`src/rtl/vfra_pkg.sv`:
```
`timescale 1ns / 1ps

package vfra_pkg;

  // Fixed field widths of the streaming payload.
  localparam int SIZE_W      = 21;  // frame size and record address fields
  localparam int COUNT_W     = 11;  // frames_discarded and frames_held fields
  localparam int LEN_W       = 22;  // header + payload + spare byte
  localparam int SUM_W       = 23;  // pointer + record length, no overflow
  localparam int TDATA_IN_W  = 24;
  localparam int TDATA_OUT_W = 64;

  typedef enum logic [1:0] {
    ST_PUSHED    = 2'd0,
    ST_POPPED    = 2'd1,
    ST_EMPTY     = 2'd2,
    ST_TOO_LARGE = 2'd3
  } status_t;

  typedef enum logic [1:0] {
    S_IDLE,
    S_CHECK,
    S_DROP,
    S_DONE
  } state_t;

  typedef struct packed {
    logic [COUNT_W-1:0] frames_held;
    logic [COUNT_W-1:0] frames_discarded;
    logic [SIZE_W-1:0]  popped_size;
    logic [SIZE_W-1:0]  record_address;
    status_t            status;
  } res_t;

endpackage

```
`src/rtl/vfra_obuf.sv`:
```
`timescale 1ns / 1ps

module vfra_obuf (
  input  logic                             clk,
  input  logic                             rst,
  input  logic                             in_valid,
  output logic                             in_ready,
  input  vfra_pkg::res_t                   in_res,
  output logic                             m_tvalid,
  input  logic                             m_tready,
  output logic [1:0]                       m_tuser,
  output logic [vfra_pkg::TDATA_OUT_W-1:0] m_tdata
);

  import vfra_pkg::*;

  assign in_ready = !m_tvalid || m_tready;

  always_ff @(posedge clk) begin
    if (rst) begin
      m_tvalid <= 1'b0;
    end else if (in_ready) begin
      m_tvalid <= in_valid;
    end
  end

  always_ff @(posedge clk) begin
    if (in_valid && in_ready) begin
      m_tuser <= in_res.status;
      m_tdata <= {in_res.frames_held, in_res.frames_discarded,
                  in_res.popped_size, in_res.record_address};
    end
  end

endmodule

```
`config.mk`:
```
export PLATFORM = sky130hd
export DESIGN_NAME = vfra_obuf
export DESIGN_NICKNAME = d
export VERILOG_FILES = /design/src/rtl/vfra_pkg.sv /design/src/rtl/vfra_obuf.sv
export SDC_FILE = /design/constraint.sdc
export NUM_CORES = 1
export LEC_CHECK = 0
export BUFFER_PORTS_ARGS = -buffer_cell sky130_fd_sc_hd__buf_2
export CAP_MARGIN = 0
export CORE_MARGIN = 3
export CORE_UTILIZATION = 36
export DETAILED_ROUTE_END_ITERATION = 7
export PLACE_DENSITY = 0.81
export REMOVE_ABC_BUFFERS = 1
export SLEW_MARGIN = 20
export SYNTH_ARGS = -nofsm -noshare
export SYNTH_HDL_FRONTEND = slang
export SYNTH_SLANG_ARGS = --single-unit
```
`constraint.sdc`:
```
create_clock -name clk -period 1.2 [get_ports clk]
set_input_delay 0.24 -clock clk [delete_from_list [all_inputs] [get_ports clk]]
set_output_delay 0.24 -clock clk [all_outputs]
set_load 0.01 [all_outputs]
```
# Yosys cells after proc, flatten, opt, wreduce, memory -nomap -nowiden
# Index checks and enable logic that the tools add are counted.
# totals
regBits	67
output_inout_bits	68
# op_classes
n_reduce_logical	3
# ops
op	n
$logic_and A1 B1 Y1	1
$logic_not A1 Y1	1
$logic_or A1 B1 Y1	1

# Logic depth before layout (Yosys ltp)
# logic_depth
ltp_word	3
ltp_mapped	2
ltp_nobuf	2

# Least setup slack after synthesis
# OpenSTA, ideal clock, no wires.
# synth_timing
kind	reg2reg
startpoint	reg m_tvalid
endpoint	reg m_tdata[0] in the netlist's numbering, enable pin
arrival_ns	1.016
setup_ns	0.377
slack_ns	-0.193
required_time_ns	0.823
stages_incl_launch_ff	3
n_path_buf	0
cell_sequence	dfxtp_1 nand2b_4 and2_4
# synth_between
elab_chain_len	3
# synth_lines
element	line_no	source
start: declaration	vfra_obuf.sv:9	output logic m_tvalid,
start signal: assignment	vfra_obuf.sv:23	m_tvalid <= in_valid;
$logic_not A1 Y1	vfra_obuf.sv:17	assign in_ready = !m_tvalid || m_tready;
$logic_or A1 B1 Y1	vfra_obuf.sv:17	
net in_ready	vfra_obuf.sv:7	output logic in_ready,
$logic_and A1 B1 Y1	vfra_obuf.sv:28	if (in_valid && in_ready) begin
end signal: assignment	vfra_obuf.sv:30	m_tdata <= {in_res.frames_held, in_res.frames_discarded,
end: declaration	vfra_obuf.sv:12	output logic [vfra_pkg::TDATA_OUT_W-1:0] m_tdata
# The timed path passes the listed nets, and every way through them passes these cells.
# A chain may end at the register's enable or synchronous reset.

# Final worst setup path
# layout_timing
startpoint	reg m_tvalid
endpoint	out in_ready
# layout_between
elab_chain_len	2
# layout_lines
element	line_no
$logic_not A1 Y1	vfra_obuf.sv:17
$logic_or A1 B1 Y1	vfra_obuf.sv:17
end: declaration	vfra_obuf.sv:7
# No other way between the ends.

==> flow_summary_export.csv <==
group,metric,value,unit
yosys,synth_warnings,0,
worst_hold_path,hp-start,"rst",
power,leakage,1.32,nW
timing,fin_ws,61.4,ps
critical_path,r2r-end,"m_tdata[36]",
floorplanning,die_h,81.2,microns
worst_hold_path,min_to,"m_tvalid",
route,firstDrtPassIters,4,
route,ant_nets,0,
clock_network,cts_hold_buf,0,
clock_network,clkSlewWorstSetupHoldPaths,80,ps
timing,max_freq,0.878,GHz
flow_run,maxCapViolations,0,
timing,skew,12.2,ps
critical_path,crit_arrival,900,ps
timing,min_period,1140,ps
floorplanning,ios,138,
global_routing,grt_overflow_total,0,
global_routing,grt_pass1_vias,1294,
critical_path,reg2reg_depth,3,
yosys,synth_area,2040,sq um
finish,area.growth.synth_to_final,49.8,%
yosys,yosysSeqAreaShare,0.983,
clock_network,clockRootBuffer,"clkbuf_8",
route,dr_total_vias,1237,
critical_path,required,960,ps
finish,insertedDiodeCount,0,
finish,layout-drive-gt1-share,0.699,
placement,place.port_buffers,137,
timing,slew_violations,0,
critical_path,r2r_start,"m_tvalid",
route,wl,4400,microns
timing,fin_crit_sh,0.949,
floorplanning,initial_core_util,0.384,
timing,hold_violations,0,
timing,relSlewSlack,0.882,
clock_network,cts_sinks,67,
clock_network,clk-insertion-delay-late,330,ps
finish,utilization,0.575,
route,first_iter_violations,52,
global_routing,grt_pass1_wl,6270,microns
run_status,status,"complete, no violations",
placement,postPlaceCellArea,2850,sq um
power,power_density,1640,nW/um^2
critical_path,worstSetupEndpointType,"primary output",
clock_network,numCtsBuffers,9,
timing,hold_slack,44.0,ps
worst_hold_path,worst_hold_path.num_cells,2,
floorplanning,dieWidth,81.2,microns
clock_network,clk_path_buf_depth,2,
timing,setup_viol,0,
critical_path,crit_fanout,3,
critical_path,startpoint_type,"register",
yosys,avgSynthCellArea,28.7,sq um
finish,final_cell_area,3050,sq um
finish,fin_nets,291,
floorplanning,core,5300,sq um
route,vias_per_cell,4.18,
yosys,syn_inst,71,
placement,routabilityCongestion,0.733,
timing,worstMarginPinSlew,177,ps
worst_hold_path,hp-class,"in2reg",
placement,place_ws,46.6,ps
power,ir_drop,971,uV
global_routing,antenna_found_initial,0,
critical_path,setup.worst_path.class,"reg2out",
floorplanning,rows,26,
critical_path,r2r_slack,90,ps
floorplanning,die-area,6600,sq um
clock_network,tritoncts,"yes",
clock_network,h-tree-depth,3,
global_routing,grt_max_degree,35,
timing,rsz0062_at_grt,"false",
yosys,ys_seq_elements,67,
route,wl_per_cell,14.9,microns
global_routing,grt_usage,0.138,
yosys,yosysUniqueCellTypes,6,
route,drcViolationCount,0,
-- placed cells by master (no fill, tap or decap) --
cell type / n
buf_2: 137
edfxtp_1: 66
clkinv_4: 1
inv_6: 2
and2_4: 1
clkinv_1: 1
buf_12: 2
a21oi_2: 1
clkbuf_8: 9
nand2b_4: 1
dfxtp_2: 1
bufinv_16: 1
inv_1: 1
clkinvlp_4: 2
-- worst max path at each step --
stage / start / end / slack (ps) / depth (start not counted)
6_report: m_tvalid / in_ready / 60 / 2
5_1_grt: m_tdata[48] / m_tdata[48] / 20 / 1
4_1_cts: m_tvalid / in_ready / 9 / 2
3_5_place_dp: m_tready / m_tdata[18] / 50 / 4
3_3_place_gp: m_tready / m_tdata[47] / 60 / 4
2_1_floorplan: m_tvalid / m_tdata[0] / -190 / 2
-- sequential cells by signal (all words and copies together) (netlist names) --
| name | cells |
|---|---|
| m_tuser | 2 |
| m_tvalid | 1 |
| m_tdata | 64 |
-- per-stage QoR --
step / total power, mW / instances / setup TNS [ps]
6_report: 4.99 / 296 / 0
3_5_place_dp: 3.22 / 280 / 0
4_1_cts: 5.06 / 296 / 0
2_1_floorplan: 2.95 / 71 / -12750
5_1_grt: 5.21 / 296 / 0
3_3_place_gp: 3.20 / 280 / 0
-- cell usage after synthesis (all sizes together) --
library cell   n  area share
edfxtp        66        0.97
a21oi          1      0.0043
and2           1      0.0043
dfxtp          1      0.0098
inv            1      0.0018
nand2b         1      0.0068
-- critical path: stages (launching register included) --
cell and delay, ps:
dfxtp_2 350, nand2b_4 70, buf_2 140
-- cell type report --
| type | count | area (sq um) |
|---|---|---|
| Clock buffer | 9 | 124 |
| Fill cell | 413 | 2250 |
| Tap cell | 70 | 87.6 |
| Timing Repair Buffer | 139 | 726 |
| Multi-Input combinational cell | 3 | 31.3 |
| Clock inverter | 7 | 75.1 |
| Sequential cell | 67 | 2000 |
| Inverter | 1 | 3.75 |
-- where the power goes --
| part | internal [mW] | switching [mW] | leakage, nW |
|---|---|---|---|
| sequential | 2.73 | 0.0304 | 0.647 |
| clock | 0.969 | 0.863 | 0.0939 |
| combinational | 0.186 | 0.209 | 0.576 |
-- metal layers --
layer  global-route usage  vias to the layer above  part of all wire
met5                    0                        -                 0
met4               0.0709                        0             0.013
met3               0.0976                        6              0.15
met2                0.217                       87              0.51
met1                0.135                      556              0.33
li1                     -                      588                 -
-- logic make-up (layout without fill, tap and decap cells) --
family / Yosys count / count (layout) / synth area share
DFF: 67 / 67 / 0.983
buffers and inverters: 1 / 156 / 0.00184
AOI/OAI and AO/OA: 1 / 1 / 0.00430
and+or+nand+nor: 2 / 2 / 0.0111
-- what timing repair did --
item                                    in CTS  in global routing
resized for setup                            0                  1
buffers inserted                             0                  0
endpoints found under the setup margin       0                  1
(Power assumes the default switching activity.)
