`config.mk`:
```
export PLATFORM = sky130hd
export DESIGN_NAME = vfra_ctrl
export DESIGN_NICKNAME = d
export VERILOG_FILES = /design/src/rtl/vfra_pkg.sv /design/src/rtl/vfra_ctrl.sv
export SDC_FILE = /design/constraint.sdc
export NUM_CORES = 1
export LEC_CHECK = 0
export ABC_AREA = 1
export BUFFER_PORTS_ARGS = -buffer_cell sky130_fd_sc_hd__buf_2
export CORE_MARGIN = 2
export CORE_UTILIZATION = 45
export DETAILED_ROUTE_END_ITERATION = 16
export PLACE_DENSITY_LB_ADDON = 0.1
export SYNTH_ARGS = -nofsm -noshare
export SYNTH_HDL_FRONTEND = slang
export SYNTH_SLANG_ARGS = --single-unit
export TNS_END_PERCENT = 100
```
`constraint.sdc`:
```
create_clock -name clk -period 5.2 [get_ports clk]
set_clock_uncertainty 0.1 [all_clocks]
set_input_delay 0.26 -clock clk [delete_from_list [all_inputs] [get_ports clk]]
set_output_delay 0.26 -clock clk [all_outputs]
set_load 0.01 [all_outputs]
```
`src/rtl/vfra_pkg.sv`:
```
`timescale 1ns / 1ps

package vfra_pkg;

  // Fixed field widths of the streaming payload.
  localparam int SIZE_W      = 21;  // frame size and record address fields
  localparam int COUNT_W     = 11;  // frames_discarded and frames_held fields
  localparam int LEN_W       = 22;  // header + payload + spare byte
  localparam int SUM_W       = 23;  // pointer + record length, no overflow
  localparam int TDATA_IN_W  = 24;
  localparam int TDATA_OUT_W = 64;

  typedef enum logic [1:0] {
    ST_PUSHED    = 2'd0,
    ST_POPPED    = 2'd1,
    ST_EMPTY     = 2'd2,
    ST_TOO_LARGE = 2'd3
  } status_t;

  typedef enum logic [1:0] {
    S_IDLE,
    S_CHECK,
    S_DROP,
    S_DONE
  } state_t;

  typedef struct packed {
    logic [COUNT_W-1:0] frames_held;
    logic [COUNT_W-1:0] frames_discarded;
    logic [SIZE_W-1:0]  popped_size;
    logic [SIZE_W-1:0]  record_address;
    status_t            status;
  } res_t;

endpackage

```
`src/rtl/vfra_ctrl.sv`:
```
`timescale 1ns / 1ps

module vfra_ctrl #(
  parameter int BUFFER_BYTES = 2097152,
  parameter int HEADER_BYTES = 8,
  parameter int MAX_FRAMES   = 1024
) (
  input  logic                          clk,
  input  logic                          rst,
  input  logic                          in_valid,
  output logic                          in_ready,
  input  logic                          req_type,
  input  logic [vfra_pkg::SIZE_W-1:0]   frame_size,
  output logic                          res_valid,
  input  logic                          res_ready,
  output vfra_pkg::res_t                res,
  output logic                          rd_en,
  output logic [$clog2(MAX_FRAMES)-1:0] rd_addr,
  input  logic [vfra_pkg::SIZE_W-1:0]   rd_data,
  output logic                          wr_en,
  output logic [$clog2(MAX_FRAMES)-1:0] wr_addr,
  output logic [vfra_pkg::SIZE_W-1:0]   wr_data
);

  import vfra_pkg::*;

  localparam int PTR_W = $clog2(BUFFER_BYTES + 1);
  localparam int IDX_W = $clog2(MAX_FRAMES);
  localparam int CNT_W = $clog2(MAX_FRAMES + 1);

  state_t             state, state_next;
  logic [PTR_W-1:0]   wp, wp_next;
  logic [PTR_W-1:0]   rp, rp_next;
  logic [PTR_W-1:0]   wrap, wrap_next;
  logic [IDX_W-1:0]   oldest, oldest_next;
  logic [CNT_W-1:0]   count, count_next;
  logic [CNT_W-1:0]   dropped, dropped_next;
  logic               is_pop, is_pop_next;
  logic [LEN_W-1:0]   len, len_next;
  logic [SIZE_W-1:0]  fsize, fsize_next;
  res_t               res_q, res_fin;

  logic [LEN_W-1:0]   len_in;
  logic [SUM_W-1:0]   wp_sum, rp_sum, buf_sz, place_sum;
  logic [IDX_W:0]     slot_sum;
  logic [IDX_W-1:0]   oldest_inc;
  logic [PTR_W-1:0]   wp_eff;
  logic               place, finish;

  assign len_in  = LEN_W'(HEADER_BYTES) + LEN_W'(frame_size) + LEN_W'(1);
  assign wp_sum  = SUM_W'(wp) + SUM_W'(len);
  assign rp_sum  = SUM_W'(rp) + SUM_W'(HEADER_BYTES) + SUM_W'(rd_data) + SUM_W'(1);
  assign buf_sz  = SUM_W'(BUFFER_BYTES);
  assign slot_sum = (IDX_W + 1)'(oldest) + (IDX_W + 1)'(count);
  assign oldest_inc = (oldest == IDX_W'(MAX_FRAMES - 1)) ? '0 : oldest + IDX_W'(1);
  assign place_sum = SUM_W'(wp_eff) + SUM_W'(len);

  // Entries are read only after an earlier push wrote them, so read and write
  // never meet on one entry in the same cycle.
  assign rd_addr = oldest;
  assign wr_data = fsize;
  assign wr_addr = (slot_sum >= (IDX_W + 1)'(MAX_FRAMES)) ?
                   IDX_W'(slot_sum - (IDX_W + 1)'(MAX_FRAMES)) : IDX_W'(slot_sum);

  always_ff @(posedge clk) begin
    if (rst) begin
      state  <= S_IDLE;
      wp     <= '0;
      rp     <= '0;
      wrap   <= PTR_W'(BUFFER_BYTES);
      oldest <= '0;
      count  <= '0;
    end else begin
      state  <= state_next;
      wp     <= wp_next;
      rp     <= rp_next;
      wrap   <= wrap_next;
      oldest <= oldest_next;
      count  <= count_next;
    end
  end

  always_ff @(posedge clk) begin
    dropped <= dropped_next;
    is_pop  <= is_pop_next;
    len     <= len_next;
    fsize   <= fsize_next;
    if (finish) begin
      res_q <= res_fin;
    end
  end

  always_comb begin
    state_next   = state;
    wp_next      = wp;
    rp_next      = rp;
    wrap_next    = wrap;
    oldest_next  = oldest;
    count_next   = count;
    dropped_next = dropped;
    is_pop_next  = is_pop;
    len_next     = len;
    fsize_next   = fsize;
    rd_en        = 1'b0;
    wr_en        = 1'b0;
    place        = 1'b0;
    wp_eff       = wp;
    finish       = 1'b0;
    res_fin      = '0;
    in_ready     = (state == S_IDLE);

    unique case (state)
      S_IDLE: begin
        if (in_valid) begin
          is_pop_next  = req_type;
          fsize_next   = frame_size;
          len_next     = len_in;
          dropped_next = '0;
          if (req_type) begin
            if (count == '0) begin
              finish              = 1'b1;
              res_fin.status      = ST_EMPTY;
              res_fin.frames_held = COUNT_W'(count);
            end else begin
              rd_en      = 1'b1;
              state_next = S_DROP;
            end
          end else if (SUM_W'(len_in) > buf_sz) begin
            finish              = 1'b1;
            res_fin.status      = ST_TOO_LARGE;
            res_fin.frames_held = COUNT_W'(count);
          end else begin
            state_next = S_CHECK;
          end
        end
      end

      S_CHECK: begin
        priority if (count == CNT_W'(MAX_FRAMES)) begin
          // descriptor store full: drop the oldest first
          rd_en      = 1'b1;
          state_next = S_DROP;
        end else if (count == '0) begin
          wp_eff    = (wp_sum > buf_sz) ? '0 : wp;
          rp_next   = wp_eff;
          wrap_next = PTR_W'(BUFFER_BYTES);
          place     = 1'b1;
        end else if (wp > rp) begin
          if (wp_sum <= buf_sz) begin
            place = 1'b1;
          end else begin
            wrap_next = wp;
            wp_next   = '0;
          end
        end else if (wp_sum <= SUM_W'(rp)) begin
          place = 1'b1;
        end else begin
          rd_en      = 1'b1;
          state_next = S_DROP;
        end
      end

      S_DROP: begin
        if (rp_sum >= SUM_W'(wrap)) begin
          rp_next   = '0;
          wrap_next = PTR_W'(BUFFER_BYTES);
        end else begin
          rp_next = PTR_W'(rp_sum);
        end
        oldest_next = oldest_inc;
        count_next  = count - CNT_W'(1);
        if (count == CNT_W'(1)) begin
          rp_next   = wp;
          wrap_next = PTR_W'(BUFFER_BYTES);
        end
        if (is_pop) begin
          finish                 = 1'b1;
          res_fin.status         = ST_POPPED;
          res_fin.record_address = SIZE_W'(rp);
          res_fin.popped_size    = rd_data;
          res_fin.frames_held    = COUNT_W'(count - CNT_W'(1));
        end else begin
          dropped_next = dropped + CNT_W'(1);
          state_next   = S_CHECK;
        end
      end

      S_DONE: begin
      end

      default: begin
        state_next = S_IDLE;
      end
    endcase

    if (place) begin
      wr_en                    = 1'b1;
      count_next               = count + CNT_W'(1);
      wp_next                  = PTR_W'(place_sum);
      finish                   = 1'b1;
      res_fin.status           = ST_PUSHED;
      res_fin.record_address   = SIZE_W'(wp_eff);
      res_fin.frames_discarded = COUNT_W'(dropped);
      res_fin.frames_held      = COUNT_W'(count + CNT_W'(1));
    end

    res_valid = finish || (state == S_DONE);
    res       = (state == S_DONE) ? res_q : res_fin;
    if (res_valid) begin
      state_next = res_ready ? S_IDLE : S_DONE;
    end
  end

endmodule

```
# ---- After elaboration in Yosys (flattened, before gate mapping)
# Index checks and enable logic that the tools add are counted.
dict set report totals {
  wordCells 152
  register_bits 210
  input_bits 47
  out_inout_bits 111
}
dict set report classes {
  muxes 79
  n_eq_ne 23
  magnitude_cmp 7
  n_reduce_logical 15
  add_sub_neg 13
}
# operator count
set op_table {}
lappend op_table {{22-bit two-way mux} 21}
lappend op_table {{11-bit two-way mux} 9}
lappend op_table {{22-bit one-hot mux with 2 select lines} 2}
lappend op_table {{66-bit two-way mux} 1}
lappend op_table {{44-bit two-way mux} 1}
lappend op_table {{11-bit one-hot mux with 2 select lines} 2}
lappend op_table {{42-bit two-way mux} 1}
lappend op_table {{2-bit two-way mux} 15}
lappend op_table {{22-bit by 22-bit adder with 23-bit output} 1}
lappend op_table {{22-bit by 4-bit adder with 23-bit output, second input constant} 1}
lappend op_table {{23-bit by 1-bit adder with 23-bit output, second input constant} 1}
lappend op_table {{23-bit by 21-bit adder with 23-bit output} 1}
lappend op_table {{23-bit by 22-bit greater-or-equal comparator with 1-bit output} 1}
lappend op_table {{23-bit by 22-bit > comparator with 1-bit output, second input constant} 1}
lappend op_table {{23-bit by 22-bit less-or-equal comparator with 1-bit output} 1}
lappend op_table {{23-bit by 22-bit less-or-equal comparator with 1-bit output, second input constant} 1}
lappend op_table {{23-bit two-way mux} 1}
lappend op_table {{11-bit by 1-bit adder with 11-bit output, second input constant} 2}
lappend op_table {{22-bit by 1-bit adder with 22-bit output, second input constant} 1}
lappend op_table {{22-bit adder} 1}
lappend op_table {{4-bit by 21-bit adder with 22-bit output, first input constant} 1}
lappend op_table {{22-bit > comparator} 1}
lappend op_table {{22-bit > comparator, second input constant} 1}
lappend op_table {{1-bit two-way mux} 20}
lappend op_table {{other kinds (27)} 49}

# ---- Logic depth before layout (Yosys ltp)
# Gate-level depths: netlist of the first run.
dict set report depth {
  word_depth 11
  depth_mapped 34
  ltp_nobuf 33
}

# ---- Worst setup path before layout of the first run
# OpenSTA, ideal clock, no wires.
dict set report synth_timing {
  kind {reg2reg}
  startpoint {reg wp[0]}
  endpoint {reg res_q[0] (netlist name), enable pin}
  t_arrival_ps 4381
  path_slack_ps -157
  path_buffers 0
  setup_time_ps 877
  stages_incl_launch_ff 24
  period_less_slack_ps 5357
  required_ps 4223
  path_cell_list {dfxtp_1 ha_1 inv_1 fa_1 inv_1 nand3_1 nand2_2 nand2_1 nand2_1 nand2_1 nand2_1 nand2_1 nand2_1 inv_1 ha_1 inv_1 nor3_1 nand3_1 o21ai_0 nand2_1 nand2_1 a21oi_2 nand2_2 nand3_1}
}
dict set report synth_via {
  elab_chain_len 8
  word_cells_on_any_way 11
  classes_between {add/sub (1); order compare (3); mux (7)}
}
# element line_no
set synth_rtl {}
lappend synth_rtl {{from (decl)} vfra_ctrl.sv:32} ;# logic [PTR_W-1:0] wp, wp_next;
lappend synth_rtl {{from (signal assigned)} vfra_ctrl.sv:75} ;# wp <= wp_next;
lappend synth_rtl {{22-bit by 22-bit adder with 23-bit output} vfra_ctrl.sv:51} ;# assign wp_sum = SUM_W'(wp) + SUM_W'(len);
lappend synth_rtl {{23-bit by 22-bit less-or-equal comparator with 1-bit output, on equally long branches} {vfra_ctrl.sv:155, vfra_ctrl.sv:149}}
lappend synth_rtl {{1-bit two-way mux, on equally long branches} {vfra_ctrl.sv:155, vfra_ctrl.sv:149}}
lappend synth_rtl {{1-bit two-way mux (*)} vfra_ctrl.sv:148} ;# end else if (wp > rp) begin
lappend synth_rtl {{1-bit two-way mux (*)} vfra_ctrl.sv:143} ;# end else if (count == '0) begin
lappend synth_rtl {{1-bit two-way mux (*)} vfra_ctrl.sv:139} ;# priority if (count == CNT_W'(MAX_FRAMES)) begin
lappend synth_rtl {{1-bit two-way mux (*)} vfra_ctrl.sv:112} ;# unique case (state)
lappend synth_rtl {{1-bit two-way mux (*)} vfra_ctrl.sv:196} ;# if (place) begin
lappend synth_rtl {{via finish} vfra_ctrl.sv:48} ;# logic place, finish;
lappend synth_rtl {{to (signal assigned)} vfra_ctrl.sv:89} ;# res_q <= res_fin;
lappend synth_rtl {{to (decl)} vfra_ctrl.sv:41} ;# res_t res_q, res_fin;
# Mark *: on every way through the listed nets, which the timed path passes. The rest lies on a longest branch.
# A chain may end at the register's enable or synchronous reset.

==> results of run 1 <==
## routing by layer
| layer | part of all wire [%] | GRT usage (%) | routed length (um) |
|---|---|---|---|
| met1 | 45 | 38.0 | 24900 |
| met2 | 45 | 47.1 | 25000 |
| met3 | 6.1 | 3.54 | 3330 |
| met4 | 3.2 | 8.00 | 1790 |
| met5 | 0 | 0 | 0 |
## final cells by class
type | count | area, um^2
Timing Repair Buffer | 268 | 1820
Clock inverter | 10 | 81.3
Sequential cell | 210 | 5420
Tap cell | 468 | 586
Multi-Input combinational cell | 1745 | 9950
Fill cell | 3574 | 16400
Clock buffer | 40 | 764
Inverter | 342 | 1290
## repair_timing
action,in CTS,in global routing
endpoints found under the setup margin,49,70
gates cloned,2,2
resized for setup,29,81
endpoints found under the hold margin,44,0
pin swaps,7,25
hold buffers,42,0
buffers inserted,4,3
## state kept, by name, indices dropped and copies added (netlist names)
register / flops
wp: 22
len: 22
count: 11
is_pop: 1
wr_data: 21
rd_addr: 10
dropped: 11
wrap: 22
res_q: 66
state: 2
rp: 22
## cells in the mapped netlist (8+ instances only)
cell type  instances
nand2_1          677
inv_1            332
nor2_1           227
ha_1             172
a21oi_1          160
nand3_1          141
edfxtp_1         121
dfxtp_1           89
o21ai_0           83
xor2_1            39
clkbuf_1          35
nor3_1            29
a31oi_1           28
nand4_1           26
o21ai_1           22
o211ai_1          21
xnor2_1           19
buf_2             17
or2_2             14
nand3b_1          13
inv_2              8
o22ai_1            8
## worst min-delay path by stage
stage | start | cells past startpoint | end
after detailed placement | wrap[12] | 2 | wrap[12]
final | res_ready | 6 | state[1]
after CTS | res_ready | 6 | state[1]
after global routing | rd_data[0] | 3 | res_q[23]
after floorplan | req_type | 0 | is_pop
after global placement | wrap[11] | 2 | wrap[11]
## power by group
group	total, mW	leakage [nW]	internal (mW)	switching [mW]
Sequential	3.09	1.90	2.61	0.484
Combinational	9.19	7.61	3.16	6.04
Clock	1.82	0.410	1.06	0.759
Total	14.1	9.91	6.83	7.28
## cells by family after synthesis
family,synth area share (%)
adders and majority gates,13.5
AOI/OAI and AO/OA,11.6
DFF,32.8
muxes,0.0682
and+or+nand+nor,29.4
buffers and inverters,9.56
xor gates and xnor gates,3.08
## worst min-delay path: cells and delay by family
| kind | cells | cell delay [ps] |
|---|---|---|
| and+or+nand+nor | 4 | 260 |
| buffers and inverters | 2 | 120 |
## metrics by stage
stage          worst slack [ps]  cells  TNS (ps)  power, mW
2_1_floorplan               626   2359         0       8.79
3_3_place_gp              -51.4   2980     -90.2       11.4
3_5_place_dp              -50.7   2980     -50.7       11.5
4_1_cts                    6.48   3078         0       13.7
5_1_grt                   -81.3   3083      -865       15.3
6_report                    109   3083         0       14.1
==> summary.txt, run 1 <==
outcome - finished, final reports clean
post-detailed-route wirelength per cell - 17.9 um
Num CTS Buffers - 27
crit share post-route - 97.9%
Yosys warnings - 0
CP max FO - 16
HP Class - input port to register
share of cells above drive strength 1 - 15.0%
Worst-Margin Slew - 1060 ps
minimum clock period - 5090 ps
CTS sink cnt - 210
worst-case clock buffer depth - 3
first-pass GRT wire length - 85000 um
count of different cell masters after synthesis - 53
cell area power density - 708 nW/um^2
Synth Cell Area - 16500 um^2
Synthesized Nets - 2582
RSZ-0062 raised after global routing - true
Reg clk slew, reported paths - 60 ps
Fin Hold WS - 38.7 ps
CP startpoint - len[0]
Pleak - 9.91 nW
Initial DRC Count - 1138
Finished Core Util - 54.8%
Die H - 196 um
vias per cell - 5.33
RePlAce Congestion - 0.955
sequential area share after synthesis - 32.8%
commonest non-fill, non-tap cell in the layout - nand2_1
CTS root buf - clkbuf_16
crit path kind - register to primary output
required time worst endpoint - 4840 ps
Syn Inst Count - 2359
largest net degree at the start of global routing - 58
VDD IR-drop max - 0.000361 V
fin. max-slew vios - 0
top_reg_cell synth - edfxtp_1
Syn Area/Cell - 7.00 um^2
CTS tree - done
Max Cap Viol - 0
CP Capture Type - primary output
R2R Path Start - len[0]
Worst R2R Path Depth - 30
Port Buffers - 157
H-tree depth reported by CTS - 1
critical path's top delay family - simple AND/OR/NAND/NOR gates
Detailed Route WL - 55100 um
CORE AREA - 36300 um^2
worst skew pair latency - 570 ps
drt drc - 0
synthesized flop and latch total - 210
Final Hold Fails - 0
critical path data arrival time - 4730 ps
placed instance area - 18100 um^2
commonest cells after routing, fill and taps aside - nand2_1, inv_1, nor2_1, ha_1, buf_2
Async SR Flop Fraction - 0%
Initial Util - 45.4%
CP dominant cell by count - nand2_2
Crit-path slowest cell - edfxtp_1
Die ar. - 38200 um^2
Die Width - 196 um
nets - 2817
I/O pin cnt - 158
Critical Path Start Type - register
Post-synth EDFFs - 121
Setup violations, final - 0
top-area cell type share of the netlist area - 22.0%
flop2flop setup slack - 300 ps
top post-synthesis cells by area - edfxtp_1, nand2_1, ha_1, dfxtp_1, inv_1
gr usage total - 28.1%
area leader, netlist - edfxtp_1
antenna violations before repair - 0
hpwl dp - 42300 um
CP endpoint - res[48]
grt total ovfl - 0
Slew Limit Headroom - 28.9%
ANT cells - 0
Levels on crit path - 26
Final Cell Area - 19900 um^2
FP Rows - 70
Post-DRT Antenna Nets - 0
max incr delay on CP - 490 ps
Layout area overhead - 20.6%
via count - 16.4k
vias in the first global route - 15.6k
Pre-antenna DRT Iters - 7
RR Endpoint - wp[15]
max frequency - 0.196 GHz
worst path buffer plus inverter count - 7
Power figures use the tool's default switching activity.
==> run 2, diff against run 1 <==
--- a/config.mk
+++ b/config.mk
@@ -10,7 +10,8 @@
 export CORE_MARGIN = 2
 export CORE_UTILIZATION = 45
 export DETAILED_ROUTE_END_ITERATION = 16
-export PLACE_DENSITY_LB_ADDON = 0.1
+export PLACE_DENSITY_LB_ADDON = 0.12
+export SETUP_SLACK_MARGIN = 0.4
 export SYNTH_ARGS = -nofsm -noshare
 export SYNTH_HDL_FRONTEND = slang
 export SYNTH_SLANG_ARGS = --single-unit
==> summary.txt, run 2 (synthesis results as in run 1) <==
crit path kind - register to primary output
Detailed Route WL - 55600 um
crit share post-route - 92.9%
total chip power - 14.9 mW
Die H - 196 um
antenna violations before repair - 0
H-tree depth reported by CTS - 1
cell area power density - 710 nW/um^2
CTS sink cnt - 210
Initial DRC Count - 1186
CORE AREA - 36300 um^2
largest net degree at the start of global routing - 52
Reg clk slew, reported paths - 60 ps
Crit-path slowest cell - edfxtp_1
fin. max-slew vios - 0
TNS Setup - 0 ps
outcome - finished, final reports clean
Num CTS Buffers - 26
worst-case clock buffer depth - 3
vias in the first global route - 15.7k
commonest cells after routing, fill and taps aside - nand2_1, inv_1, nor2_1, buf_2, a21oi_1
Pleak - 10.2 nW
post-detailed-route wirelength per cell - 17.8 um
I/O pin cnt - 158
vias per cell - 5.38
flop2flop setup slack - 460 ps
FP Rows - 70
Post-DRT Antenna Nets - 0
first-pass GRT wire length - 85300 um
HP Class - input port to register
Finished Core Util - 57.7%
worst skew pair latency - 560 ps
required time worst endpoint - 4840 ps
Port Buffers - 157
Worst-Margin Slew - 1220 ps
CP max FO - 8
CTS root buf - clkbuf_16
Pre-antenna DRT Iters - 6
max frequency - 0.207 GHz
Initial Util - 45.4%
share of cells above drive strength 1 - 19.6%
nets - 2856
Critical Path Start Type - register
CP Capture Type - primary output
Setup violations, final - 0
Slew Limit Headroom - 18.3%
Layout Cells excl Fill - 3122
drt drc - 0
Die ar. - 38200 um^2
CTS tree - done
CP dominant cell by count - nand2_1
minimum clock period - 4830 ps
commonest non-fill, non-tap cell in the layout - nand2_1
gr usage total - 28.2%
hpwl dp - 40400 um
RePlAce Congestion - 1.03
max reg flops - 66
via count - 16.8k
max incr delay on CP - 430 ps
Die Width - 196 um
RSZ-0062 raised after global routing - true
DP Cell Count - 2969
Max Cap Viol - 0
grt total ovfl - 0
Final Hold Fails - 0
critical path data arrival time - 4470 ps
Top reg by flops - res_q
VDD IR-drop max - 0.000332 V
Layout area overhead - 27.0%
run 2: layout make-up:
cell class                 instances  area, um^2
timing repair inverter             1        7.51
inverter                         342        1290
antenna                            1        2.50
multi-input combinational       1745       10600
clock inverter                    16        91.3
clock buffer                      32         693
tap                              468         586
fill                            3404       15400
sequential                       210        5420
timing repair buffer             307        2290
run 2: per-stage QoR:
step	area [um^2]	setup slack [ps]	hold WS, ps
finish	21000	371	37.4
global route	21000	213	49.9
CTS	19800	403	19.2
detailed placement	18000	11.1	355
global placement	18000	52.2	353
floorplan	16500	626	259
run 2: routing by layer:
metal | GRT usage (%) | share of wire [%] | wire length (um) | up-vias
met5 | 0 | 0 | 0 | -
met4 | 9.36 | 3.4 | 1890 | 0
met3 | 3.87 | 6.5 | 3610 | 101
met2 | 46.5 | 45 | 25300 | 582
met1 | 38.0 | 45 | 24800 | 7835
li1 | - | - | - | 8291
run 2: timing repair:
item,CTS,global route
cloned,5,5
setup buffers,11,41
endpoints found under the setup margin,67,100
endpoints found under the hold margin,44,0
pin swaps,18,57
hold buffers,42,0
resized for setup,80,171
run 2: where the power goes:
part           total [mW]  internal, mW  switching [mW]  leakage (nW)
Clock                1.72         0.946           0.770         0.388
Combinational        10.1          3.74            6.34          7.92
Sequential           3.10          2.61           0.489          1.90
run 2: final timing paths:
path | from | end | cells after the start
worst max-delay path | len[0] | res[10] | 29
worst min-delay path | res_ready | state[0] | 6
worst max register to register | len[0] | wp[16] | 30
worst min register to register | wrap[11] | wrap[11] | 2
run 2: critical path, delay by kind of cell, from the launching register on:
family | cells | cell delay, ps
buffers and inverters | 6 | 700
flip-flops | 1 | 430
adder cells (fa/ha/maj) | 3 | 850
AO/OA/AOI/OAI | 5 | 650
AND/OR/NAND/NOR | 15 | 1270
==> run 3, diff against run 2 <==
--- a/config.mk
+++ b/config.mk
@@ -8,7 +8,8 @@
 export ABC_AREA = 1
 export BUFFER_PORTS_ARGS = -buffer_cell sky130_fd_sc_hd__buf_2
 export CORE_MARGIN = 2
-export CORE_UTILIZATION = 45
+export CORE_UTILIZATION = 55
+export CTS_BUF_LIST = sky130_fd_sc_hd__clkbuf_8
 export DETAILED_ROUTE_END_ITERATION = 16
 export PLACE_DENSITY_LB_ADDON = 0.12
 export SETUP_SLACK_MARGIN = 0.4
==> summary.txt, run 3 (synthesis results as in run 1) <==
Critical Path Start Type - register
fin. max-slew vios - 0
Clk pwr share - 11.7%
fill count - 2473
H-tree depth reported by CTS - 2
post-detailed-route wirelength per cell - 17.8 um
worst-case clock buffer depth - 3
cell area power density - 733 nW/um^2
Die ar. - 31400 um^2
pre-CTS WS - 93.5 ps
outcome - finished, final reports clean
hpwl dp - 38500 um
Num CTS Buffers - 40
RePlAce Congestion - 1.03
Post-DRT Antenna Nets - 0
Finished Core Util - 71.5%
Pre-antenna DRT Iters - 7
I/O pin cnt - 158
Final Hold Fails - 0
Slew Limit Headroom - 17.1%
Net Switching - 7.88 mW
commonest cells after routing, fill and taps aside - nand2_1, inv_1, nor2_1, buf_2, a21oi_1
Worst-Margin Slew - 1240 ps
Reg clk slew, reported paths - 60 ps
grt total ovfl - 0
Final Cell Area - 21200 um^2
gr usage total - 32.2%
Top reg by flops - res_q
first-pass GRT wire length - 80400 um
Layout area overhead - 28.3%
CORE AREA - 29600 um^2
combinational share of power - 68.5%
Die H - 177 um
Detailed Route WL - 55100 um
internal cell power - 7.64 mW
max reg flops - 66
vias per cell - 5.62
CTS tree - done
commonest non-fill, non-tap cell in the layout - nand2_1
antenna violations before repair - 1
vias in the first global route - 15.6k
CTS sink cnt - 210
crit share post-route - 93.9%
Initial Util - 55.7%
placed instance area - 17900 um^2
drt drc - 0
sequential fraction of design power - 19.8%
TNS Setup - 0 ps
CTS root buf - clkbuf_8
Worst R2R Path Depth - 33
CP Capture Type - primary output
FP Rows - 63
Port Buffers - 157
Switching Fraction - 50.8%
critical path data arrival time - 4530 ps
minimum clock period - 4890 ps
Max Cap Viol - 0
Initial DRC Count - 1580
RSZ-0062 raised after global routing - true
Setup violations, final - 0
crit path kind - register to primary output
Cells on Worst Hold Path - 6
max frequency - 0.205 GHz
CP max FO - 8
Pleak - 10.4 nW
Worst Setup Slack, final - 315 ps
via count - 17.3k
required time worst endpoint - 4840 ps
HP Class - input port to register
nets - 2886
largest net degree at the start of global routing - 58
worst skew pair latency - 590 ps
VDD IR-drop max - 0.000399 V
Die Width - 177 um
share of cells above drive strength 1 - 21.6%
-- run 3: changes by cell type in the layout (fill, tap and decap cells not counted), moves of 6 or more --
cell / delta
clkbuf_8: +43
clkbuf_16: -22
nand2_1: -12
buf_4: +11
nand2_2: +9
buf_6: +6
-- run 3: worst max-delay path: stages, from the launching register on --
cell,delay (ps)
edfxtp_1,460
ha_4,300
nand2_1,60
nand2_1,110
inv_2,110
nand2_1,60
nand2_1,90
nand3_2,110
xnor2_2,210
inv_1,80
ha_1,300
a21oi_1,140
o21ai_0,120
a21oi_1,180
o21ai_1,110
nand2_1,90
nand2_2,80
a21oi_4,190
a21oi_4,80
buf_12,150
buf_8,130
clkbuf_16,190
o21ai_4,230
nand2_1,100
nand2_1,90
buf_2,150
-- run 3: repair_timing --
item,4_1_cts,5_1_grt
setup buffers,16,49
pin swaps,14,64
hold endpoints to repair,47,0
hold buffers,42,0
resized for setup,66,210
setup endpoints to repair,53,96
cloned,3,8
-- run 3: final timing paths --
kind         slack, ps       from  endpoint
max                310     len[5]    res[4]
min                 20  res_ready  state[1]
max reg2reg        480     len[0]    wp[21]
min reg2reg        370    wrap[6]   wrap[6]
-- run 3: area by class of cell --
cell class	count	area, um^2	area share, %
multi-input cells	1744	10600	50.2
flip-flops and latches	210	5420	25.6
repair buffers	325	2470	11.7
inverters	342	1290	6.08
clock buffers	45	619	2.92
well taps	390	488	2.30
clock inverters	29	255	1.21
diodes	1	2.50	0.0118
-- run 3: per-stage QoR --
stage	power, mW	instances	hold slack [ps]
3_5_place_dp	11.2	2893	360
4_1_cts	13.6	3028	3.97
3_3_place_gp	11.1	2893	353
5_1_grt	16.5	3085	23.5
6_report	15.5	3086	15.8
2_1_floorplan	8.79	2359	259
-- run 3: power groups by stage --
stage               logic [mW]  clock network, mW  registers [mW]
floorplan                 5.82                  0            2.97
global placement          8.07                  0            3.02
detailed placement        8.20                  0            3.04
CTS                       8.73               1.84            3.04
global route              11.5               1.91            3.12
finish                    10.6               1.81            3.07
-- run 3: metal layers --
metal | vias up | track usage (%) | wire length [um] | share of wire, %
li1 | 8362 | - | - | -
met1 | 7983 | 42.6 | 22500 | 41
met2 | 818 | 52.4 | 25100 | 46
met3 | 173 | 4.85 | 4530 | 8.2
met4 | 0 | 13.9 | 2870 | 5.2
met5 | - | 0 | 0 | 0
